[config.mk]
export PLATFORM = sky130hd
export DESIGN_NAME = key_hash_partition_select
export DESIGN_NICKNAME = d
export VERILOG_FILES = /design/src/hw/rtl/khps_pkg.sv /design/src/hw/rtl/khps_ctrl.sv /design/src/hw/rtl/khps_datapath.sv /design/src/hw/rtl/key_hash_partition_select.sv
export SDC_FILE = /design/constraint.sdc
export NUM_CORES = 1
export LEC_CHECK = 0
export ABC_CLOCK_PERIOD_IN_PS = 12200
export BUFFER_PORTS_ARGS = -buffer_cell sky130_fd_sc_hd__buf_2
export CORE_ASPECT_RATIO = 0.75
export CORE_MARGIN = 2
export CORE_UTILIZATION = 50
export DETAILED_ROUTE_END_ITERATION = 8
export GPL_TIMING_DRIVEN = 0
export PLACE_DENSITY = 0.77
export SETUP_SLACK_MARGIN = 0.3
export SLEW_MARGIN = 20
export SYNTH_ARGS = -nofsm -noshare
export SYNTH_HDL_FRONTEND = slang
export SYNTH_SLANG_ARGS = --single-unit
export TNS_END_PERCENT = 50
[constraint.sdc]
create_clock -name clock -period 12.2 [get_ports clock]
set_clock_uncertainty 0.1 [all_clocks]
set_input_delay 3.05 -clock clock [delete_from_list [all_inputs] [get_ports clock]]
set_output_delay 3.05 -clock clock [all_outputs]
set_load 0.05 [all_outputs]
[src/hw/rtl/khps_pkg.sv]
// ---------------------------------------------------------------------------
// khps_pkg
// Shared widths, constants, state encoding and the controller/datapath
// command and status bundles of the key hash partition selector.
// ---------------------------------------------------------------------------
package khps_pkg;

   localparam int unsigned KEY_BYTE_WIDTH         = 8;
   localparam int unsigned HASH_WIDTH             = 32;
   localparam int unsigned MASK_WIDTH             = 64;
   localparam int unsigned PARTITION_WIDTH        = 6;
   localparam int unsigned COUNT_WIDTH            = 7;
   localparam int unsigned DIV_CNT_WIDTH          = 5;
   localparam int unsigned CSR_INDEX_WIDTH        = 2;
   localparam int unsigned CSR_DATA_WIDTH         = 7;
   localparam int unsigned MAX_PARTITIONS_DEFAULT = 64;
   localparam int unsigned HASH_SHIFT             = 5;

   localparam logic [HASH_WIDTH-1:0] HASH_SEED = 32'd5381;

   localparam logic [CSR_INDEX_WIDTH-1:0] CSR_PARTITION_COUNT = 2'd0;
   localparam logic [CSR_INDEX_WIDTH-1:0] CSR_CHAR_IS_SIGNED  = 2'd1;

   localparam logic [COUNT_WIDTH-1:0] COUNT_RESET  = 7'd1;
   localparam logic                   SIGNED_RESET = 1'b1;

   typedef enum logic [1:0] {
      ST_IDLE,
      ST_DIV,
      ST_PROBE,
      ST_DONE
   } khps_state_type;

   typedef struct packed {
      logic hash_upd;     // input transfer: fold in the byte
      logic sel_start;    // transfer carries the last byte: start selection
      logic div_step;     // one restoring-division bit
      logic probe_step;   // advance probe position
      logic rsp_load;     // move selection into the output register
   } khps_cmd_type;

   typedef struct packed {
      logic div_last;     // final quotient bit this cycle
      logic probe_hit;    // current position available, or probes exhausted
      logic rsp_free;     // output register can take a new result
   } khps_status_type;

endpackage

[src/hw/rtl/khps_ctrl.sv]
// ---------------------------------------------------------------------------
// khps_ctrl
// Sequencer: takes key bytes in idle, then runs the modulo divide, the
// forward probe and the hand-off to the output register.
// ---------------------------------------------------------------------------
module khps_ctrl (
   input  logic                     clock,
   input  logic                     reset,
   input  logic                     req_valid,
   output logic                     req_ready,
   input  logic                     req_last_byte,
   output khps_pkg::khps_cmd_type   cmd,
   input  khps_pkg::khps_status_type status
);

   khps_pkg::khps_state_type state_ff, state_in;

   always_ff @(posedge clock) begin
      if (reset) begin
         state_ff <= khps_pkg::ST_IDLE;
      end else begin
         state_ff <= state_in;
      end
   end

   always_comb begin
      state_in  = state_ff;
      cmd       = '0;
      req_ready = 1'b0;
      case (state_ff)
         khps_pkg::ST_IDLE: begin
            req_ready = 1'b1;
            if (req_valid) begin
               cmd.hash_upd = 1'b1;
               if (req_last_byte) begin
                  cmd.sel_start = 1'b1;
                  state_in      = khps_pkg::ST_DIV;
               end
            end
         end
         khps_pkg::ST_DIV: begin
            cmd.div_step = 1'b1;
            if (status.div_last) begin
               state_in = khps_pkg::ST_PROBE;
            end
         end
         khps_pkg::ST_PROBE: begin
            if (status.probe_hit) begin
               state_in = khps_pkg::ST_DONE;
            end else begin
               cmd.probe_step = 1'b1;
            end
         end
         khps_pkg::ST_DONE: begin
            if (status.rsp_free) begin
               cmd.rsp_load = 1'b1;
               state_in     = khps_pkg::ST_IDLE;
            end
         end
         default: begin
            state_in = khps_pkg::ST_IDLE;
         end
      endcase
   end

   a_div_stays: assert property (@(posedge clock) disable iff (reset)
      (state_ff == khps_pkg::ST_DIV && !status.div_last) |=> state_ff == khps_pkg::ST_DIV)
      else $error("divide left early");

   a_hit_done: assert property (@(posedge clock) disable iff (reset)
      (state_ff == khps_pkg::ST_PROBE && status.probe_hit) |=> state_ff == khps_pkg::ST_DONE)
      else $error("probe hit did not finish");

   a_start_from_idle: assert property (@(posedge clock) disable iff (reset)
      cmd.sel_start |=> state_ff == khps_pkg::ST_DIV)
      else $error("selection start lost");

endmodule

[src/hw/rtl/khps_datapath.sv]
// ---------------------------------------------------------------------------
// khps_datapath
// Hash accumulator, configuration registers, bit-serial modulo, probe
// position/countdown and the result register.
// ---------------------------------------------------------------------------
module khps_datapath #(
   parameter int unsigned MAX_PARTITIONS = khps_pkg::MAX_PARTITIONS_DEFAULT
) (
   input  logic                                     clock,
   input  logic                                     reset,
   input  logic                                     csr_wr_en,
   input  logic [khps_pkg::CSR_INDEX_WIDTH-1:0]     csr_index,
   input  logic [khps_pkg::CSR_DATA_WIDTH-1:0]      csr_wdata,
   input  logic [khps_pkg::KEY_BYTE_WIDTH-1:0]      req_key_byte,
   input  logic                                     req_byte_present,
   input  logic [khps_pkg::MASK_WIDTH-1:0]          req_available_mask,
   input  khps_pkg::khps_cmd_type                   cmd,
   output khps_pkg::khps_status_type                status,
   input  logic                                     rsp_ready,
   output logic                                     rsp_valid,
   output logic [khps_pkg::PARTITION_WIDTH-1:0]     rsp_partition,
   output logic [khps_pkg::HASH_WIDTH-1:0]          rsp_key_hash
);

   localparam int unsigned CW = khps_pkg::COUNT_WIDTH;
   localparam int unsigned HW = khps_pkg::HASH_WIDTH;
   localparam int unsigned PW = khps_pkg::PARTITION_WIDTH;
   localparam logic [CW-1:0] MAX_COUNT = CW'(MAX_PARTITIONS);

   logic [CW-1:0] count_ff, count_in;
   logic          signed_ff, signed_in;
   logic [CW-1:0] eff_count;

   logic [HW-1:0] hash_ff, hash_in;
   logic [HW-1:0] addend, hash_upd_val, hash_final;

   logic [HW-1:0]                        dividend_ff, dividend_in;
   logic [CW-1:0]                        rem_ff, rem_in;
   logic [khps_pkg::DIV_CNT_WIDTH-1:0]   bit_cnt_ff, bit_cnt_in;
   logic [PW-1:0]                        left_ff, left_in;
   logic [khps_pkg::MASK_WIDTH-1:0]      mask_ff, mask_in;
   logic [HW-1:0]                        hash_out_ff, hash_out_in;
   logic [CW-1:0]                        rem_shift, target_inc;

   logic          rsp_valid_ff, rsp_valid_in;
   logic [PW-1:0] rsp_part_ff, rsp_part_in;
   logic [HW-1:0] rsp_hash_ff, rsp_hash_in;

   // ---- configuration ----
   always_comb begin
      count_in  = count_ff;
      signed_in = signed_ff;
      if (csr_wr_en) begin
         case (csr_index)
            khps_pkg::CSR_PARTITION_COUNT: count_in  = csr_wdata[CW-1:0];
            khps_pkg::CSR_CHAR_IS_SIGNED:  signed_in = csr_wdata[0];
            default: ;
         endcase
      end
   end

   always_comb begin
      if (count_ff == '0) begin
         eff_count = CW'(1);
      end else if (count_ff > MAX_COUNT) begin
         eff_count = MAX_COUNT;
      end else begin
         eff_count = count_ff;
      end
   end

   // ---- hash ----
   assign addend = {{(HW-khps_pkg::KEY_BYTE_WIDTH){signed_ff & req_key_byte[7]}},
                    req_key_byte};
   assign hash_upd_val = (hash_ff << khps_pkg::HASH_SHIFT) + hash_ff + addend;
   assign hash_final   = req_byte_present ? hash_upd_val : hash_ff;

   always_comb begin
      hash_in = hash_ff;
      if (cmd.sel_start) begin
         hash_in = khps_pkg::HASH_SEED;
      end else if (cmd.hash_upd) begin
         hash_in = hash_final;
      end
   end

   // ---- modulo (restoring, one bit per cycle) then probe ----
   // rem_ff becomes the probe position once the last quotient bit is done.
   assign rem_shift  = {rem_ff[CW-2:0], dividend_ff[HW-1]};
   assign target_inc = rem_ff + CW'(1);

   always_comb begin
      dividend_in = dividend_ff;
      rem_in      = rem_ff;
      bit_cnt_in  = bit_cnt_ff;
      left_in     = left_ff;
      mask_in     = mask_ff;
      hash_out_in = hash_out_ff;
      if (cmd.sel_start) begin
         dividend_in = hash_final;
         rem_in      = '0;
         bit_cnt_in  = '0;
         left_in     = PW'(eff_count - CW'(1));
         mask_in     = req_available_mask;
         hash_out_in = hash_final;
      end else if (cmd.div_step) begin
         dividend_in = dividend_ff << 1;
         bit_cnt_in  = bit_cnt_ff + 1'b1;
         rem_in      = (rem_shift >= eff_count) ? rem_shift - eff_count : rem_shift;
      end else if (cmd.probe_step) begin
         rem_in  = (target_inc == eff_count) ? '0 : target_inc;
         left_in = left_ff - 1'b1;
      end
   end

   assign status.div_last  = (bit_cnt_ff == '1);
   assign status.probe_hit = (left_ff == '0) || mask_ff[rem_ff[PW-1:0]];
   assign status.rsp_free  = !rsp_valid_ff || rsp_ready;

   // ---- result register ----
   always_comb begin
      rsp_valid_in = rsp_valid_ff;
      rsp_part_in  = rsp_part_ff;
      rsp_hash_in  = rsp_hash_ff;
      if (cmd.rsp_load) begin
         rsp_valid_in = 1'b1;
         rsp_part_in  = rem_ff[PW-1:0];
         rsp_hash_in  = hash_out_ff;
      end else if (rsp_ready) begin
         rsp_valid_in = 1'b0;
      end
   end

   always_ff @(posedge clock) begin
      if (reset) begin
         count_ff     <= khps_pkg::COUNT_RESET;
         signed_ff    <= khps_pkg::SIGNED_RESET;
         hash_ff      <= khps_pkg::HASH_SEED;
         bit_cnt_ff   <= '0;
         rsp_valid_ff <= 1'b0;
      end else begin
         count_ff     <= count_in;
         signed_ff    <= signed_in;
         hash_ff      <= hash_in;
         bit_cnt_ff   <= bit_cnt_in;
         rsp_valid_ff <= rsp_valid_in;
      end
   end

   always_ff @(posedge clock) begin
      dividend_ff <= dividend_in;
      rem_ff      <= rem_in;
      left_ff     <= left_in;
      mask_ff     <= mask_in;
      hash_out_ff <= hash_out_in;
      rsp_part_ff <= rsp_part_in;
      rsp_hash_ff <= rsp_hash_in;
   end

   assign rsp_valid     = rsp_valid_ff;
   assign rsp_partition = rsp_part_ff;
   assign rsp_key_hash  = rsp_hash_ff;

   a_probe_range: assert property (@(posedge clock) disable iff (reset)
      cmd.probe_step |-> (rem_ff < eff_count) && (left_ff != '0))
      else $error("probe position out of range");

   a_load_free: assert property (@(posedge clock) disable iff (reset)
      cmd.rsp_load |-> (!rsp_valid_ff || rsp_ready))
      else $error("result overwritten before transfer");

   a_seed_restart: assert property (@(posedge clock) disable iff (reset)
      cmd.sel_start |=> hash_ff == khps_pkg::HASH_SEED)
      else $error("hash not reseeded after key");

endmodule

[src/hw/rtl/key_hash_partition_select.sv]
// ---------------------------------------------------------------------------
// key_hash_partition_select
// Key hash and partition selection: djb2-style hash of the key bytes, modulo
// the partition count, then a forward probe for an available partition.
// ---------------------------------------------------------------------------
// Bytes are fed last-to-first, one transfer each; a byte that is not the
// last of its key is taken while idle, back to back. The transfer marked
// last starts selection and the input is held off until it ends: the
// bit-serial modulo, then probing (one partition per cycle, up to count-1
// probes), then the hand-off of the result to the output register. A
// finished result waits in the output register without blocking the next
// key's bytes, but the next key end holds in its hand-off state until
// that result transfers.
// Write partition_count (index 0) and char_is_signed (index 1) only while
// no key end is in flight.
module key_hash_partition_select #(
   parameter int unsigned MAX_PARTITIONS = khps_pkg::MAX_PARTITIONS_DEFAULT
) (
   input  logic                                  clock,
   input  logic                                  reset,
   input  logic                                  csr_wr_en,
   input  logic [khps_pkg::CSR_INDEX_WIDTH-1:0]  csr_index,
   input  logic [khps_pkg::CSR_DATA_WIDTH-1:0]   csr_wdata,
   input  logic                                  req_valid,
   output logic                                  req_ready,
   input  logic [khps_pkg::KEY_BYTE_WIDTH-1:0]   req_key_byte,
   input  logic                                  req_byte_present,
   input  logic                                  req_last_byte,
   input  logic [khps_pkg::MASK_WIDTH-1:0]       req_available_mask,
   output logic                                  rsp_valid,
   input  logic                                  rsp_ready,
   output logic [khps_pkg::PARTITION_WIDTH-1:0]  rsp_partition,
   output logic [khps_pkg::HASH_WIDTH-1:0]       rsp_key_hash
);

   khps_pkg::khps_cmd_type    cmd;
   khps_pkg::khps_status_type status;

   khps_ctrl u_ctrl (
      .clock         (clock),
      .reset         (reset),
      .req_valid     (req_valid),
      .req_ready     (req_ready),
      .req_last_byte (req_last_byte),
      .cmd           (cmd),
      .status        (status)
   );

   khps_datapath #(
      .MAX_PARTITIONS (MAX_PARTITIONS)
   ) u_datapath (
      .clock              (clock),
      .reset              (reset),
      .csr_wr_en          (csr_wr_en),
      .csr_index          (csr_index),
      .csr_wdata          (csr_wdata),
      .req_key_byte       (req_key_byte),
      .req_byte_present   (req_byte_present),
      .req_available_mask (req_available_mask),
      .cmd                (cmd),
      .status             (status),
      .rsp_ready          (rsp_ready),
      .rsp_valid          (rsp_valid),
      .rsp_partition      (rsp_partition),
      .rsp_key_hash       (rsp_key_hash)
   );

endmodule
==> results.md <==
- Max VDD drop: 0.000144 V
- Top cells by area in the synthesized netlist: edfxtp_1 (43%), dfxtp_1 (9.1%), ha_1 (7.7%)
- RSZ-0062 raised after global routing: no
- Most frequent cells in the layout: edfxtp_1 (172), buf_2 (133), nand2_1 (97), nor2_1 (78), ha_1 (74)
- Final wirelength: 29900 µm
- Antenna violations before repair: 0
- Pwr Density: 275 mW/mm²
- CP arrival: 7.38 ns
- # DRC: 0
- DRT iter0 DRCs: 952
- Main synth FF type: edfxtp_1
- DPL Wire Length: 22400 µm
- Leakage power: 5.65 nW
- Largest area contributor in the netlist: edfxtp_1
- DRT Pass-1 Iters: 5
- Fin crit period: 7.11 ns
- Final std cells w/o fill: 1540
- Core Box Area: 0.0238 mm²
- Clk_lat worst skew: 0.53 ns
- # setup viols final: 0
- Largest fanout on the critical path: 10
- Status: completed
- Fin. Hold Viols: 0
- Final worst setup slack: 5.09 ns
- Antenna diode count: 0
- Count of cell types in the netlist: 76
- Number of max-cap violations: 0
- Routed vias: 9158
- Mapped Cells: 1059
- Place WS: 4.75 ns
- Max Fclk: 141 MHz
- Critical path class: in -> reg
- HP Class: reg -> reg
- Critical path required time: 12.46 ns
- Max_slew headroom: 44.0%
- Tot GR Track Use: 23.7%
- Mean Syn Cell Area: 11.4 µm²
- H-tree depth: 1
- CP Capture Type: register
- Number of synthesized register bits: 227
- TritonCTS clock tree: done
- Register area share after synthesis: 52.0%
- Final period util: 58.3%
- Post-synth top area share: 42.8%
- DR vias/cell: 5.95
- Dpl cells: 1496
- Post-route ant nets: 0
- Largest net degree at the start of global routing: 34
- Starting Density: 50.6%
- Tightest hold margin: 0.318 ns
- Post-Syn Area: 0.0121 mm²
- Vias in the first global route: 8795
- Gpl congestion: 0.932
- First-pass GRT wire length: 47800 µm
- Clock sink total: 227
- Layout Nets: 1383
- Hold buffers post-CTS: 0
- Width of the die: 183 µm
- CTS-repair resized insts: 0
- P&R area growth vs syn: 15.8%
- Startpoint Class: input port
- Ys Warns: 0
- Ys async rst share: 0%
- Grt ovf: 0
- Chip height: 139 µm
- Root Buffer: clkbuf_16
- Share of layout cells above drive strength 1: 17.7%
- Number of I/O port buffers: 127
- Rows: 49
- CTS Buf Count: 24
- Post-CTS setup buffer count: 0
- Die area: 0.0254 mm²
- Multi-input logic area: 0.00536 mm²
- Max Buffers Root-to-Sink: 3
- Clk slew on worst S/H paths: 0.06 ns
- Ports: 128
- Post-synth EDFFs: 172
- WL/cell: 19.4 µm
- FF/Latch Area: 0.00627 mm²
- Worst-Margin Slew: 0.840 ns
- Filler cells: 1911
- Most common cell after layout, fill and taps aside: edfxtp_1
- Total Neg Setup Slack: 0 ns
- Max-slew violations: 0
- Syn Nets: 1226
==> metal layers <==
metal | up-vias | track usage [%] | routed length [µm]
met2 | 418 | 34.4 | 12800
met5 | - | 0 | 0
met3 | 53 | 4.98 | 2690
met1 | 4429 | 36.2 | 13700
li1 | 4258 | - | -
met4 | 0 | 6.44 | 680
==> worst paths after layout <==
path,startpoint,endpoint,slack [ns],depth (start not counted)
min,u_datapath.hash_out_ff[26],u_datapath.rsp_key_hash[26],0.32,0
max,req_key_byte[7],u_datapath.hash_out_ff[24],5.09,14
max reg2reg,u_datapath.signed_ff,u_datapath.hash_out_ff[24],7.31,13
min reg2reg,u_datapath.hash_out_ff[26],u_datapath.rsp_key_hash[26],0.32,0
==> worst max-delay path: stages <==
cell      delay [ns]
buf_2           0.15
and2_1          0.14
clkbuf_1        0.24
clkbuf_1        0.55
xnor2_1         0.13
ha_1            0.20
a21o_1          0.15
ha_1            0.37
nand4_1         0.21
o41ai_1         0.80
a311oi_2        0.27
o31ai_1         0.56
mux2_2          0.41
nand2_1         0.13
==> per-stage QoR <==
| step | cell area, µm² | util, % | power, mW |
|---|---|---|---|
| 4_1_cts | 14000 | 58.6 | 3.83 |
| 3_3_place_gp | 13100 | 54.8 | 3.03 |
| 2_1_floorplan | 12100 | - | 2.58 |
| 3_5_place_dp | 13200 | 55.3 | 3.09 |
| 6_report | 14000 | 58.6 | 3.84 |
| 5_1_grt | 14000 | 58.6 | 4.09 |
==> where the power goes <==
group          total, mW  leakage (nW)  internal (mW)  switching [mW]
combinational       1.89          3.20          0.723            1.16
clock              0.726         0.392          0.411           0.315
sequential          1.23          2.05           1.11           0.119
total               3.84          5.65           2.25            1.60
==> cell families after synthesis <==
family                   count (synthesis)  share of synthesized area (%)
AO/OA/AOI/OAI                          260                           14.4
XOR/XNOR                                61                           4.54
adder cells (fa/ha/maj)                 79                           8.51
buffers and inverters                  106                           3.64
flip-flops                             227                           52.0
multiplexers                            64                           7.15
AND/OR/NAND/NOR                        262                           9.85
==> Yosys cell counts, types with 18 or more instances <==
library cell,number
nor2_1,78
dfxtp_1,55
ha_1,74
o21ai_0,53
edfxtp_1,172
mux2_2,18
a21oi_1,67
nand2_1,97
xnor2_1,47
clkbuf_1,37
mux2i_1,31
inv_1,51
a21o_1,31
a211oi_1,27
==> flip-flops by register name, indices dropped and copies added (netlist names) <==
register                  cells
u_datapath.rsp_partition      6
u_datapath.left_ff            6
u_ctrl.state_ff               2
u_datapath.hash_ff           32
u_datapath.rsp_valid          1
u_datapath.count_ff           7
u_datapath.hash_out_ff       32
u_datapath.rsp_key_hash      32
u_datapath.bit_cnt_ff         5
u_datapath.mask_ff           64
u_datapath.signed_ff          1
u_datapath.rem_ff             7
u_datapath.dividend_ff       32
==> final cells by class <==
| cell class | count | area share (%) |
|---|---|---|
| clock buffers | 31 | 4.74 |
| flip-flops and latches | 227 | 44.9 |
| repair buffers | 131 | 5.23 |
| inverters | 53 | 1.42 |
| multi-input cells | 726 | 38.4 |
| clock inverters | 13 | 0.869 |
| well taps | 306 | 2.74 |
| plain buffers | 53 | 1.73 |
No activity file was read; power rests on OpenSTA's default activity.
